File: src/rtl/ogw_pkg.sv
`timescale 1ns / 1ps

package ogw_pkg;

    // pixels per glyph byte, one lane each
    localparam int LANES  = 8;
    localparam int LIDX_W = 3;
    localparam int COL_W  = 4;

    // register reset values
    localparam logic [31:0] FRAME_BASE_RST  = 32'd0;
    localparam logic [12:0] FRAME_WIDTH_RST = 13'd640;
    localparam logic [24:0] LUMA_SIZE_RST   = 25'd307200;
    localparam logic [23:0] FONT_COLOR_RST  = 24'hFF8080;
    localparam logic [23:0] BACK_COLOR_RST  = 24'h108080;
    localparam logic        BACK_ENABLE_RST = 1'b0;

    // register indexes on the configuration port
    typedef enum logic [2:0] {
        REG_FRAME_BASE  = 3'd0,
        REG_FRAME_WIDTH = 3'd1,
        REG_LUMA_SIZE   = 3'd2,
        REG_FONT_COLOR  = 3'd3,
        REG_BACK_COLOR  = 3'd4,
        REG_BACK_ENABLE = 3'd5
    } cfg_reg_t;

    // frame buffer plane of a write
    typedef enum logic [1:0] {
        PLANE_Y = 2'd0,
        PLANE_U = 2'd1,
        PLANE_V = 2'd2
    } plane_t;

    // per-item bases and colours shared by all lanes
    typedef struct packed {
        logic [31:0] y_base;
        logic [31:0] u_base;
        logic [31:0] v_base;
        logic [23:0] font_color;
        logic [23:0] back_color;
        logic        back_enable;
    } lane_base_t;

    // what one lane found for its pixel
    typedef struct packed {
        logic        draw;
        logic [31:0] y_addr;
        logic [31:0] u_addr;
        logic [31:0] v_addr;
        logic [7:0]  y_data;
        logic [7:0]  u_data;
        logic [7:0]  v_data;
    } lane_word_t;

    // first stage: products and decoded position
    typedef struct packed {
        logic [7:0]  glyph_byte;
        logic        col0;
        logic        row_even;
        logic        skip;
        logic [11:0] char_x;
        logic [24:0] cy_w;
        logic [17:0] row_w;
    } s1_t;

    // second stage: plane bases
    typedef struct packed {
        logic [7:0]  glyph_byte;
        logic        col0;
        logic        row_even;
        logic        skip;
        logic [31:0] y_base;
        logic [31:0] u_base;
        logic [31:0] v_base;
    } s2_t;

endpackage

File: src/rtl/ogw_lane.sv
`timescale 1ns / 1ps

module ogw_lane (
    input  ogw_pkg::lane_base_t          base,
    input  logic                         pix_on,
    input  logic [ogw_pkg::COL_W-1:0]    col,
    output ogw_pkg::lane_word_t          word
);
    import ogw_pkg::*;

    logic [23:0] color;
    logic [COL_W-2:0] col_half;

    // colour choice: font on a set bit, background only when enabled
    assign color    = pix_on ? base.font_color : base.back_color;
    assign col_half = col[COL_W-1:1];

    // draw flag, plus pixel addresses and data in the three planes
    always_comb begin
        word.draw   = pix_on | base.back_enable;
        word.y_addr = base.y_base + 32'(col);
        word.u_addr = base.u_base + 32'(col_half);
        word.v_addr = base.v_base + 32'(col_half);
        word.y_data = color[23:16];
        word.u_data = color[15:8];
        word.v_data = color[7:0];
    end

endmodule

File: src/rtl/ogw_merge.sv
`timescale 1ns / 1ps

module ogw_merge (
    input  logic                                       aclk,
    input  logic                                       aresetn,
    input  logic                                       in_valid,
    output logic                                       in_ready,
    input  ogw_pkg::lane_word_t [ogw_pkg::LANES-1:0]   in_lanes,
    input  logic [ogw_pkg::LANES-1:0]                  in_mask,
    input  logic                                       in_chroma,
    output logic                                       m_valid,
    input  logic                                       m_ready,
    output logic [31:0]                                m_write_address,
    output logic [7:0]                                 m_write_data,
    output logic [1:0]                                 m_plane,
    output logic                                       m_last
);
    import ogw_pkg::*;

    lane_word_t [LANES-1:0] lanes_reg, lanes_next;
    logic [LANES-1:0]       mask_reg, mask_next;
    logic                   chroma_reg, chroma_next;
    logic                   bund_valid_reg, bund_valid_next;
    plane_t                 phase_reg, phase_next;

    logic                   m_valid_reg, m_valid_next;
    logic [31:0]            addr_reg, addr_next;
    logic [7:0]             data_reg, data_next;
    plane_t                 plane_reg, plane_next;
    logic                   last_reg, last_next;

    logic [LIDX_W-1:0]      cur_idx;
    lane_word_t             cur;
    logic [LANES-1:0]       mask_left;
    logic                   pix_done;
    logic                   word_last;
    logic                   out_free;
    logic                   emit;
    logic [31:0]            sel_addr;
    logic [7:0]             sel_data;

    // leftmost pixel still to be written
    always_comb begin
        cur_idx = '0;
        for (int k = LANES - 1; k >= 0; k--) begin
            if (mask_reg[k]) begin
                cur_idx = LIDX_W'(k);
            end
        end
    end

    assign cur       = lanes_reg[cur_idx];
    assign mask_left = mask_reg & ~(LANES'(1) << cur_idx);
    assign pix_done  = (phase_reg == PLANE_V) || ((phase_reg == PLANE_Y) && !chroma_reg);
    assign word_last = pix_done && (mask_left == '0);
    assign out_free  = !m_valid_reg || m_ready;
    assign emit      = bund_valid_reg && out_free;
    assign in_ready  = !bund_valid_reg || (emit && word_last);

    // component of the current pixel
    always_comb begin
        unique case (phase_reg)
            PLANE_Y: begin
                sel_addr = cur.y_addr;
                sel_data = cur.y_data;
            end
            PLANE_U: begin
                sel_addr = cur.u_addr;
                sel_data = cur.u_data;
            end
            PLANE_V: begin
                sel_addr = cur.v_addr;
                sel_data = cur.v_data;
            end
            default: begin
                sel_addr = cur.y_addr;
                sel_data = cur.y_data;
            end
        endcase
    end

    // bundle walk and output register
    always_comb begin
        lanes_next      = lanes_reg;
        mask_next       = mask_reg;
        chroma_next     = chroma_reg;
        bund_valid_next = bund_valid_reg;
        phase_next      = phase_reg;
        m_valid_next    = m_valid_reg;
        addr_next       = addr_reg;
        data_next       = data_reg;
        plane_next      = plane_reg;
        last_next       = last_reg;

        if (emit) begin
            m_valid_next = 1'b1;
            addr_next    = sel_addr;
            data_next    = sel_data;
            plane_next   = phase_reg;
            last_next    = word_last;
            if (pix_done) begin
                mask_next  = mask_left;
                phase_next = PLANE_Y;
            end else begin
                phase_next = (phase_reg == PLANE_Y) ? PLANE_U : PLANE_V;
            end
            if (word_last) begin
                bund_valid_next = 1'b0;
            end
        end else if (m_ready) begin
            m_valid_next = 1'b0;
        end

        // an item with nothing to paint is taken and dropped here
        if (in_valid && in_ready) begin
            lanes_next      = in_lanes;
            mask_next       = in_mask;
            chroma_next     = in_chroma;
            phase_next      = PLANE_Y;
            bund_valid_next = |in_mask;
        end
    end

    always_ff @(posedge aclk) begin
        if (!aresetn) begin
            bund_valid_reg <= 1'b0;
            mask_reg       <= '0;
            phase_reg      <= PLANE_Y;
            m_valid_reg    <= 1'b0;
        end else begin
            bund_valid_reg <= bund_valid_next;
            mask_reg       <= mask_next;
            phase_reg      <= phase_next;
            m_valid_reg    <= m_valid_next;
        end
    end

    always_ff @(posedge aclk) begin
        lanes_reg  <= lanes_next;
        chroma_reg <= chroma_next;
        addr_reg   <= addr_next;
        data_reg   <= data_next;
        plane_reg  <= plane_next;
        last_reg   <= last_next;
    end

    assign m_valid         = m_valid_reg;
    assign m_write_address = addr_reg;
    assign m_write_data    = data_reg;
    assign m_plane         = 2'(plane_reg);
    assign m_last          = last_reg;

    // a held bundle always has a pixel left
    a_bund_nonempty: assert property (@(posedge aclk) disable iff (!aresetn)
        bund_valid_reg |-> (mask_reg != '0))
        else $error("bundle held with no pixel left");

    // chroma phases only on even glyph rows
    a_chroma_phase: assert property (@(posedge aclk) disable iff (!aresetn)
        (bund_valid_reg && (phase_reg != PLANE_Y)) |-> chroma_reg)
        else $error("chroma phase on odd row");

    // finishing a pixel mid-bundle drops exactly one lane
    a_pixel_retire: assert property (@(posedge aclk) disable iff (!aresetn)
        (emit && pix_done && !word_last) |=>
            ($countones(mask_reg) == $past($countones(mask_reg)) - 1))
        else $error("pixel retire lost a lane");

    // a word marked last ends the bundle
    a_last_frees: assert property (@(posedge aclk) disable iff (!aresetn)
        (emit && word_last) |-> in_ready)
        else $error("last word without bundle release");

endmodule

File: src/rtl/osd_glyph_yuv420_writer.sv
`timescale 1ns / 1ps
// channel   | direction | handshake            | word
// s_        | in        | s_valid / s_ready    | glyph byte, byte index, wide flag, char origin
// m_        | out       | m_valid / m_ready    | write address, data, plane, last
// cfg_      | in        | cfg_we (no wait)     | register index, write data
//
// one write leaves per cycle while m_ready is not held low; an item gives one write
// per painted pixel on odd glyph rows and three per painted pixel on even rows, all
// from the output serialiser in the merge stage; an item that paints nothing gives no
// write. first write is registered after stage one, stage two and the merge bundle register.
// reset (aresetn, synchronous) empties the pipeline and restores register defaults.
// a stalled m_ready backs up through the stages to s_ready; no word is dropped.

module osd_glyph_yuv420_writer #(
    parameter int GLYPH_HEIGHT = 16,
    parameter int GLYPH_BYTES  = 32
) (
    input  logic        aclk,
    input  logic        aresetn,
    input  logic        s_valid,
    output logic        s_ready,
    input  logic [7:0]  s_glyph_byte,
    input  logic [4:0]  s_byte_index,
    input  logic        s_wide_glyph,
    input  logic [11:0] s_char_x,
    input  logic [11:0] s_char_y,
    output logic        m_valid,
    input  logic        m_ready,
    output logic [31:0] m_write_address,
    output logic [7:0]  m_write_data,
    output logic [1:0]  m_plane,
    output logic        m_last,
    input  logic        cfg_we,
    input  logic [2:0]  cfg_index,
    input  logic [31:0] cfg_wdata
);
    import ogw_pkg::*;

    localparam logic [31:0] GlyphHeightW = 32'(GLYPH_HEIGHT);
    localparam logic [31:0] GlyphBytesW  = 32'(GLYPH_BYTES);

    logic [31:0] frame_base_reg, frame_base_next;
    logic [12:0] frame_width_reg, frame_width_next;
    logic [24:0] luma_size_reg, luma_size_next;
    logic [23:0] font_color_reg, font_color_next;
    logic [23:0] back_color_reg, back_color_next;
    logic        back_enable_reg, back_enable_next;

    s1_t  s1_reg, s1_next;
    logic s1_valid_reg, s1_valid_next;
    s2_t  s2_reg, s2_next;
    logic s2_valid_reg, s2_valid_next;

    logic s1_ready, s2_ready, merge_ready;
    logic [4:0] row;

    lane_base_t                lane_base;
    lane_word_t [LANES-1:0]    lane_words;
    logic [LANES-1:0]          lane_mask;

    // register writes
    always_comb begin
        frame_base_next  = frame_base_reg;
        frame_width_next = frame_width_reg;
        luma_size_next   = luma_size_reg;
        font_color_next  = font_color_reg;
        back_color_next  = back_color_reg;
        back_enable_next = back_enable_reg;
        if (cfg_we) begin
            unique case (cfg_reg_t'(cfg_index))
                REG_FRAME_BASE:  frame_base_next  = cfg_wdata;
                REG_FRAME_WIDTH: frame_width_next = cfg_wdata[12:0];
                REG_LUMA_SIZE:   luma_size_next   = cfg_wdata[24:0];
                REG_FONT_COLOR:  font_color_next  = cfg_wdata[23:0];
                REG_BACK_COLOR:  back_color_next  = cfg_wdata[23:0];
                REG_BACK_ENABLE: back_enable_next = cfg_wdata[0];
                default: ;
            endcase
        end
    end

    always_ff @(posedge aclk) begin
        if (!aresetn) begin
            frame_base_reg  <= FRAME_BASE_RST;
            frame_width_reg <= FRAME_WIDTH_RST;
            luma_size_reg   <= LUMA_SIZE_RST;
            font_color_reg  <= FONT_COLOR_RST;
            back_color_reg  <= BACK_COLOR_RST;
            back_enable_reg <= BACK_ENABLE_RST;
        end else begin
            frame_base_reg  <= frame_base_next;
            frame_width_reg <= frame_width_next;
            luma_size_reg   <= luma_size_next;
            font_color_reg  <= font_color_next;
            back_color_reg  <= back_color_next;
            back_enable_reg <= back_enable_next;
        end
    end

    // pipeline flow
    assign s2_ready = !s2_valid_reg || merge_ready;
    assign s1_ready = !s1_valid_reg || s2_ready;
    assign s_ready  = s1_ready;

    // stage one: glyph row, range check and the two products
    assign row = s_wide_glyph ? {1'b0, s_byte_index[4:1]} : s_byte_index;

    always_comb begin
        s1_valid_next = s1_valid_reg;
        s1_next       = s1_reg;
        if (s1_ready) begin
            s1_valid_next      = s_valid;
            s1_next.glyph_byte = s_glyph_byte;
            s1_next.col0       = s_wide_glyph & s_byte_index[0];
            s1_next.row_even   = ~row[0];
            s1_next.skip       = (32'(s_byte_index) >= GlyphBytesW) ||
                                 (32'(row) >= GlyphHeightW);
            s1_next.char_x     = s_char_x;
            s1_next.cy_w       = 25'(s_char_y) * 25'(frame_width_reg);
            s1_next.row_w      = 18'(row) * 18'(frame_width_reg);
        end
    end

    // stage two: plane bases, v plane starts at luma + luma/4
    always_comb begin
        s2_valid_next = s2_valid_reg;
        s2_next       = s2_reg;
        if (s2_ready) begin
            s2_valid_next      = s1_valid_reg;
            s2_next.glyph_byte = s1_reg.glyph_byte;
            s2_next.col0       = s1_reg.col0;
            s2_next.row_even   = s1_reg.row_even;
            s2_next.skip       = s1_reg.skip;
            s2_next.y_base     = frame_base_reg + 32'(s1_reg.cy_w) + 32'(s1_reg.char_x)
                                 + 32'(s1_reg.row_w);
            s2_next.u_base     = frame_base_reg + 32'(luma_size_reg)
                                 + 32'(s1_reg.cy_w[24:2]) + 32'(s1_reg.char_x[11:1])
                                 + 32'(s1_reg.row_w[17:2]);
            s2_next.v_base     = frame_base_reg + 32'(luma_size_reg)
                                 + 32'(luma_size_reg[24:2])
                                 + 32'(s1_reg.cy_w[24:2]) + 32'(s1_reg.char_x[11:1])
                                 + 32'(s1_reg.row_w[17:2]);
        end
    end

    always_ff @(posedge aclk) begin
        if (!aresetn) begin
            s1_valid_reg <= 1'b0;
            s2_valid_reg <= 1'b0;
        end else begin
            s1_valid_reg <= s1_valid_next;
            s2_valid_reg <= s2_valid_next;
        end
    end

    always_ff @(posedge aclk) begin
        s1_reg <= s1_next;
        s2_reg <= s2_next;
    end

    // pixel lanes
    always_comb begin
        lane_base.y_base      = s2_reg.y_base;
        lane_base.u_base      = s2_reg.u_base;
        lane_base.v_base      = s2_reg.v_base;
        lane_base.font_color  = font_color_reg;
        lane_base.back_color  = back_color_reg;
        lane_base.back_enable = back_enable_reg;
    end

    for (genvar k = 0; k < LANES; k++) begin : g_lane
        ogw_lane u_lane (
            .base   (lane_base),
            .pix_on (s2_reg.glyph_byte[LANES-1-k]),
            .col    ({s2_reg.col0, LIDX_W'(k)}),
            .word   (lane_words[k])
        );
        assign lane_mask[k] = lane_words[k].draw & ~s2_reg.skip;
    end

    // merge and serialise
    ogw_merge u_merge (
        .aclk            (aclk),
        .aresetn         (aresetn),
        .in_valid        (s2_valid_reg),
        .in_ready        (merge_ready),
        .in_lanes        (lane_words),
        .in_mask         (lane_mask),
        .in_chroma       (s2_reg.row_even),
        .m_valid         (m_valid),
        .m_ready         (m_ready),
        .m_write_address (m_write_address),
        .m_write_data    (m_write_data),
        .m_plane         (m_plane),
        .m_last          (m_last)
    );

endmodule
File: config.mk
export PLATFORM = sky130hd
export DESIGN_NAME = osd_glyph_yuv420_writer
export DESIGN_NICKNAME = d
export VERILOG_FILES = /design/src/rtl/ogw_pkg.sv /design/src/rtl/ogw_lane.sv /design/src/rtl/ogw_merge.sv /design/src/rtl/osd_glyph_yuv420_writer.sv
export SDC_FILE = /design/constraint.sdc
export NUM_CORES = 2
export LEC_CHECK = 0
export CAP_MARGIN = 20
export CORE_MARGIN = 1.5
export CORE_UTILIZATION = 57
export DETAILED_ROUTE_END_ITERATION = 10
export DONT_BUFFER_PORTS = 1
export GPL_ROUTABILITY_DRIVEN = 1
export PLACE_DENSITY = 0.72
export RECOVER_POWER = 50
export SLEW_MARGIN = 20
export SYNTH_ARGS = -nofsm -noshare
export SYNTH_HDL_FRONTEND = slang
export SYNTH_HIERARCHICAL = 1
export SYNTH_SLANG_ARGS = --single-unit
File: constraint.sdc
create_clock -name aclk -period 21.8 [get_ports aclk]
set_clock_uncertainty 0.05 [all_clocks]
set_input_delay 4.36 -clock aclk [delete_from_list [all_inputs] [get_ports aclk]]
set_output_delay 4.36 -clock aclk [all_outputs]
set_load 0.01 [all_outputs]
==> results.cfg <==
[status]
status = complete, but fails checks
violations = capacitance limit, slew limit

[cts]
cts_repair_resize_count = 0
cts.path.max_buffers = 3
post_cts.repair.setup_buffers = 0
tritoncts = yes
cts.reportedPaths.clkPinSlew_ns = 0.06
cts_inserted_buffers = 144
worstSkewPairLatency_ns = 0.78
cts_hold_repair.buffers = 0
clock-sinks = 1310
ctsRootBufferMaster = sky130_fd_sc_hd__clkbuf_16
cts-htree-levels = 4

[power]
power.internal_w = 0.00578
sw_frac_of_total_pct = 36.5
leakage_dissipation_nw = 34.1
total_power_w = 0.00911
power.combinational.fraction_pct = 35.2
switchingPower_w = 0.00333
fraction_of_power_consumed_by_sequential_logic_pct = 38.2
ir_drop_mv = 0.106
power.density_cell_area_nw_per_um2 = 102
power_frac_clock_pct = 26.6

[placed_design]
dp.final_hpwl_mm = 153
placed_cell_area_um2 = 84900
port_buffers = 0
place.gp.congestion = 0.936

[min_path]
hp-class = reg -> reg

[flow_run]
cap_violations = 26

[setup_path]
worst-r2r-setup-slack_ns = 13.21
critical_path.reg2reg.endpoint = u_merge/m_write_address[7]$_DFFE_PP_
worstPathCellList = nor2b_1 > o31ai_1 > nor2b_1 > nand2_4
cpLargestDelayFamily = simple AND/OR/NAND/NOR gates
worstSetupEndpointType = output port
cp.depth = 4
cpMaxStageDelayCell = sky130_fd_sc_hd__nand2_4
critical_path_buf_inv_count = 0
cp_data_arrival_time_ns = 5.49
timing.critical_path.from = m_ready
crit_path_max_incr_delay_ns = 0.45
worstSetupStartpointType = input port
worstPathMaxFanout = 34
critical_path_class = in -> out
worstRegToRegCells = 8
r2r_start = u_merge/mask_reg[2]$_SDFFE_PN0P_
crit_path_frequent_cell = sky130_fd_sc_hd__nor2b_1
crit_path_end = s_ready
cp_data_required_time_ns = 17.39

[synth]
synth.yosys.warnings = 6
ys_seq_area_share_pct = 46.2
synth_async_sr_flop_share_pct = 0
syn-mean-instance-area_um2 = 11.4
post_synth_most_frequent_cells = 1177 x sky130_fd_sc_hd__edfxtp_1, 673 x sky130_fd_sc_hd__nand2_1, 548 x sky130_fd_sc_hd__inv_1
ys.flop_type = sky130_fd_sc_hd__edfxtp_1
synth.distinct_cells = 91
synth_area_leaders = sky130_fd_sc_hd__edfxtp_1 43%, sky130_fd_sc_hd__fa_1 6.7%, sky130_fd_sc_hd__xnor2_1 5.5%
synthesis.instances = 7203
yosysMostFrequentCell = sky130_fd_sc_hd__edfxtp_1
yosys.area.top_type = sky130_fd_sc_hd__edfxtp_1
synth.cell_area_um2 = 82200
synth_seq_cells = 1310
synth_top_area_share_pct = 43.0
number_of_enable_type_register_cells_in_the_synthesized_netlist = 1177

[timing]
slew_viol_final = 574
fin_crit_sh_pct = 45.4
finalHoldViolations = 0
timing.hold.ws_ns = 0.359
fin_setup_tns_ns = 0
worst-slew-pin-transition_ns = 4.65
slew_headroom_pct = -210
grt_setup_unrepaired = no
clock.fmax_ghz = 0.101
final-setup-viol-count = 0
finalCriticalPeriod_ns = 9.90

[global_routing]
global_route.overflow_total = 0
grt_pass1_wl_mm = 344
grt_max_degree = 202
first_global_vias = 58000
global_route.usage.total_pct = 30.5
antenna_found_initial = 21

[drt]
detail_route.iter0.violations = 6868
vias = 58600
drt_first_pass_iters = 7
drt_wl_total_mm = 226
drc = 0
viasPerCell = 6.31
wire_per_inst_um = 24.3
drtAntennaViolNets = 0

[final_layout]
final_net_count = 7953
largest_register_ff_count = 960
fillers = 11300
finish.instance_area_um2 = 89100
layout-area-overhead-vs-synth_pct = 8.31
proportion_of_layout_cells_with_a_drive_suffix_above_1_pct = 9.27

[floorplan]
io_pins = 123
fp.dieW_um = 383
dieHeight_um = 383
rows = 139
die_area_um2 = 147000
core-area_um2 = 143000
initial_utilization_pct = 57.3
## layer usage
layer	part of all wire, %	wire, um	track usage (%)
met3	9.0	20400	5.36
met5	0.061	139	0
met2	48	108000	51.1
met4	4.6	10400	13.5
met1	38	86600	38.9
## cell families after synthesis
logic type	count (synthesis)	synth area share (%)
DFF	1310	46.2
buffers and inverters	855	4.11
adders and majority gates	613	11.8
muxes	444	5.82
xor gates and xnor gates	859	9.15
AOI/OAI and AO/OA	981	8.82
other	2	0.00913
and+or+nand+nor	2139	14.1
## power by group through the flow
stage / combinational [W] / clock, W / sequential [W]
final: 0.00321 / 0.00242 / 0.00348
after global routing: 0.00347 / 0.00253 / 0.00351
after CTS: 0.00314 / 0.00244 / 0.00350
after detailed placement: 0.00312 / 0 / 0.00355
after global placement: 0.00305 / 0 / 0.00353
after floorplan: 0.00197 / 0 / 0.00374
## how the worst min path moves through the flow
stage / startpoint / end / slack, ns / cells after the start
CTS: s2_reg[97]$_DFFE_PP_ / u_merge/chroma_reg$_DFFE_PP_ / 0.36 / 0
floorplan: s1_reg[59]$_DFFE_PP_ / s2_reg[100]$_DFFE_PP_ / 0.35 / 0
finish: s2_reg[97]$_DFFE_PP_ / u_merge/chroma_reg$_DFFE_PP_ / 0.36 / 0
global route: s2_reg[97]$_DFFE_PP_ / u_merge/chroma_reg$_DFFE_PP_ / 0.36 / 0
detailed placement: s1_reg[59]$_DFFE_PP_ / s2_reg[100]$_DFFE_PP_ / 0.36 / 0
global placement: s1_reg[65]$_DFFE_PP_ / s2_reg[106]$_DFFE_PP_ / 0.35 / 0
## cell type report
type                       instances  area [um2]  area share (%)
tap                             1903        2380            2.67
multi-input combinational       5116       40800            45.8
clock buffer                     184        3890            4.37
sequential                      1310       38000            42.7
clock inverter                    78         778           0.874
antenna                            8        20.0          0.0225
timing repair buffer             142        1110            1.24
inverter                         548        2060            2.31
## metrics by stage
stage / utilization (%) / setup WS [ns] / instances
after global placement: 59.1 / 11.86 / 9010
after global routing: 62.1 / 11.75 / 9286
final: 62.1 / 11.90 / 9289
after floorplan: - / 11.13 / 7281
after detailed placement: 59.1 / 11.83 / 9011
after CTS: 62.4 / 11.82 / 9273
## cell usage in the layout (no fill, tap or decap), types with 32 or more instances in the layout
cell                        instances
sky130_fd_sc_hd__a221oi_1         163
sky130_fd_sc_hd__dfxtp_1          133
sky130_fd_sc_hd__a21boi_0         109
sky130_fd_sc_hd__xnor2_1          514
sky130_fd_sc_hd__nand2b_1          32
sky130_fd_sc_hd__nor2b_1           61
sky130_fd_sc_hd__o221ai_1          40
sky130_fd_sc_hd__xor2_1           345
sky130_fd_sc_hd__and3_1           124
sky130_fd_sc_hd__mux2_2           272
sky130_fd_sc_hd__nand2_1          672
sky130_fd_sc_hd__a222oi_1          80
sky130_fd_sc_hd__o21ai_0          213
sky130_fd_sc_hd__a21oi_1          132
sky130_fd_sc_hd__inv_1            547
sky130_fd_sc_hd__fa_1             274
sky130_fd_sc_hd__mux2i_1          169
sky130_fd_sc_hd__nor4_1           138
sky130_fd_sc_hd__conb_1            80
sky130_fd_sc_hd__clkbuf_1          64
sky130_fd_sc_hd__ha_1             339
sky130_fd_sc_hd__edfxtp_1        1177
sky130_fd_sc_hd__buf_4             94
sky130_fd_sc_hd__and4_1            49
sky130_fd_sc_hd__clkbuf_16        147
sky130_fd_sc_hd__and2_1           104
sky130_fd_sc_hd__nor3_1           134
sky130_fd_sc_hd__nand4_1          254
sky130_fd_sc_hd__nand3_1          246
sky130_fd_sc_hd__nor2_1           176
sky130_fd_sc_hd__a21o_1            83
No activity file was read; power rests on OpenSTA's default activity.
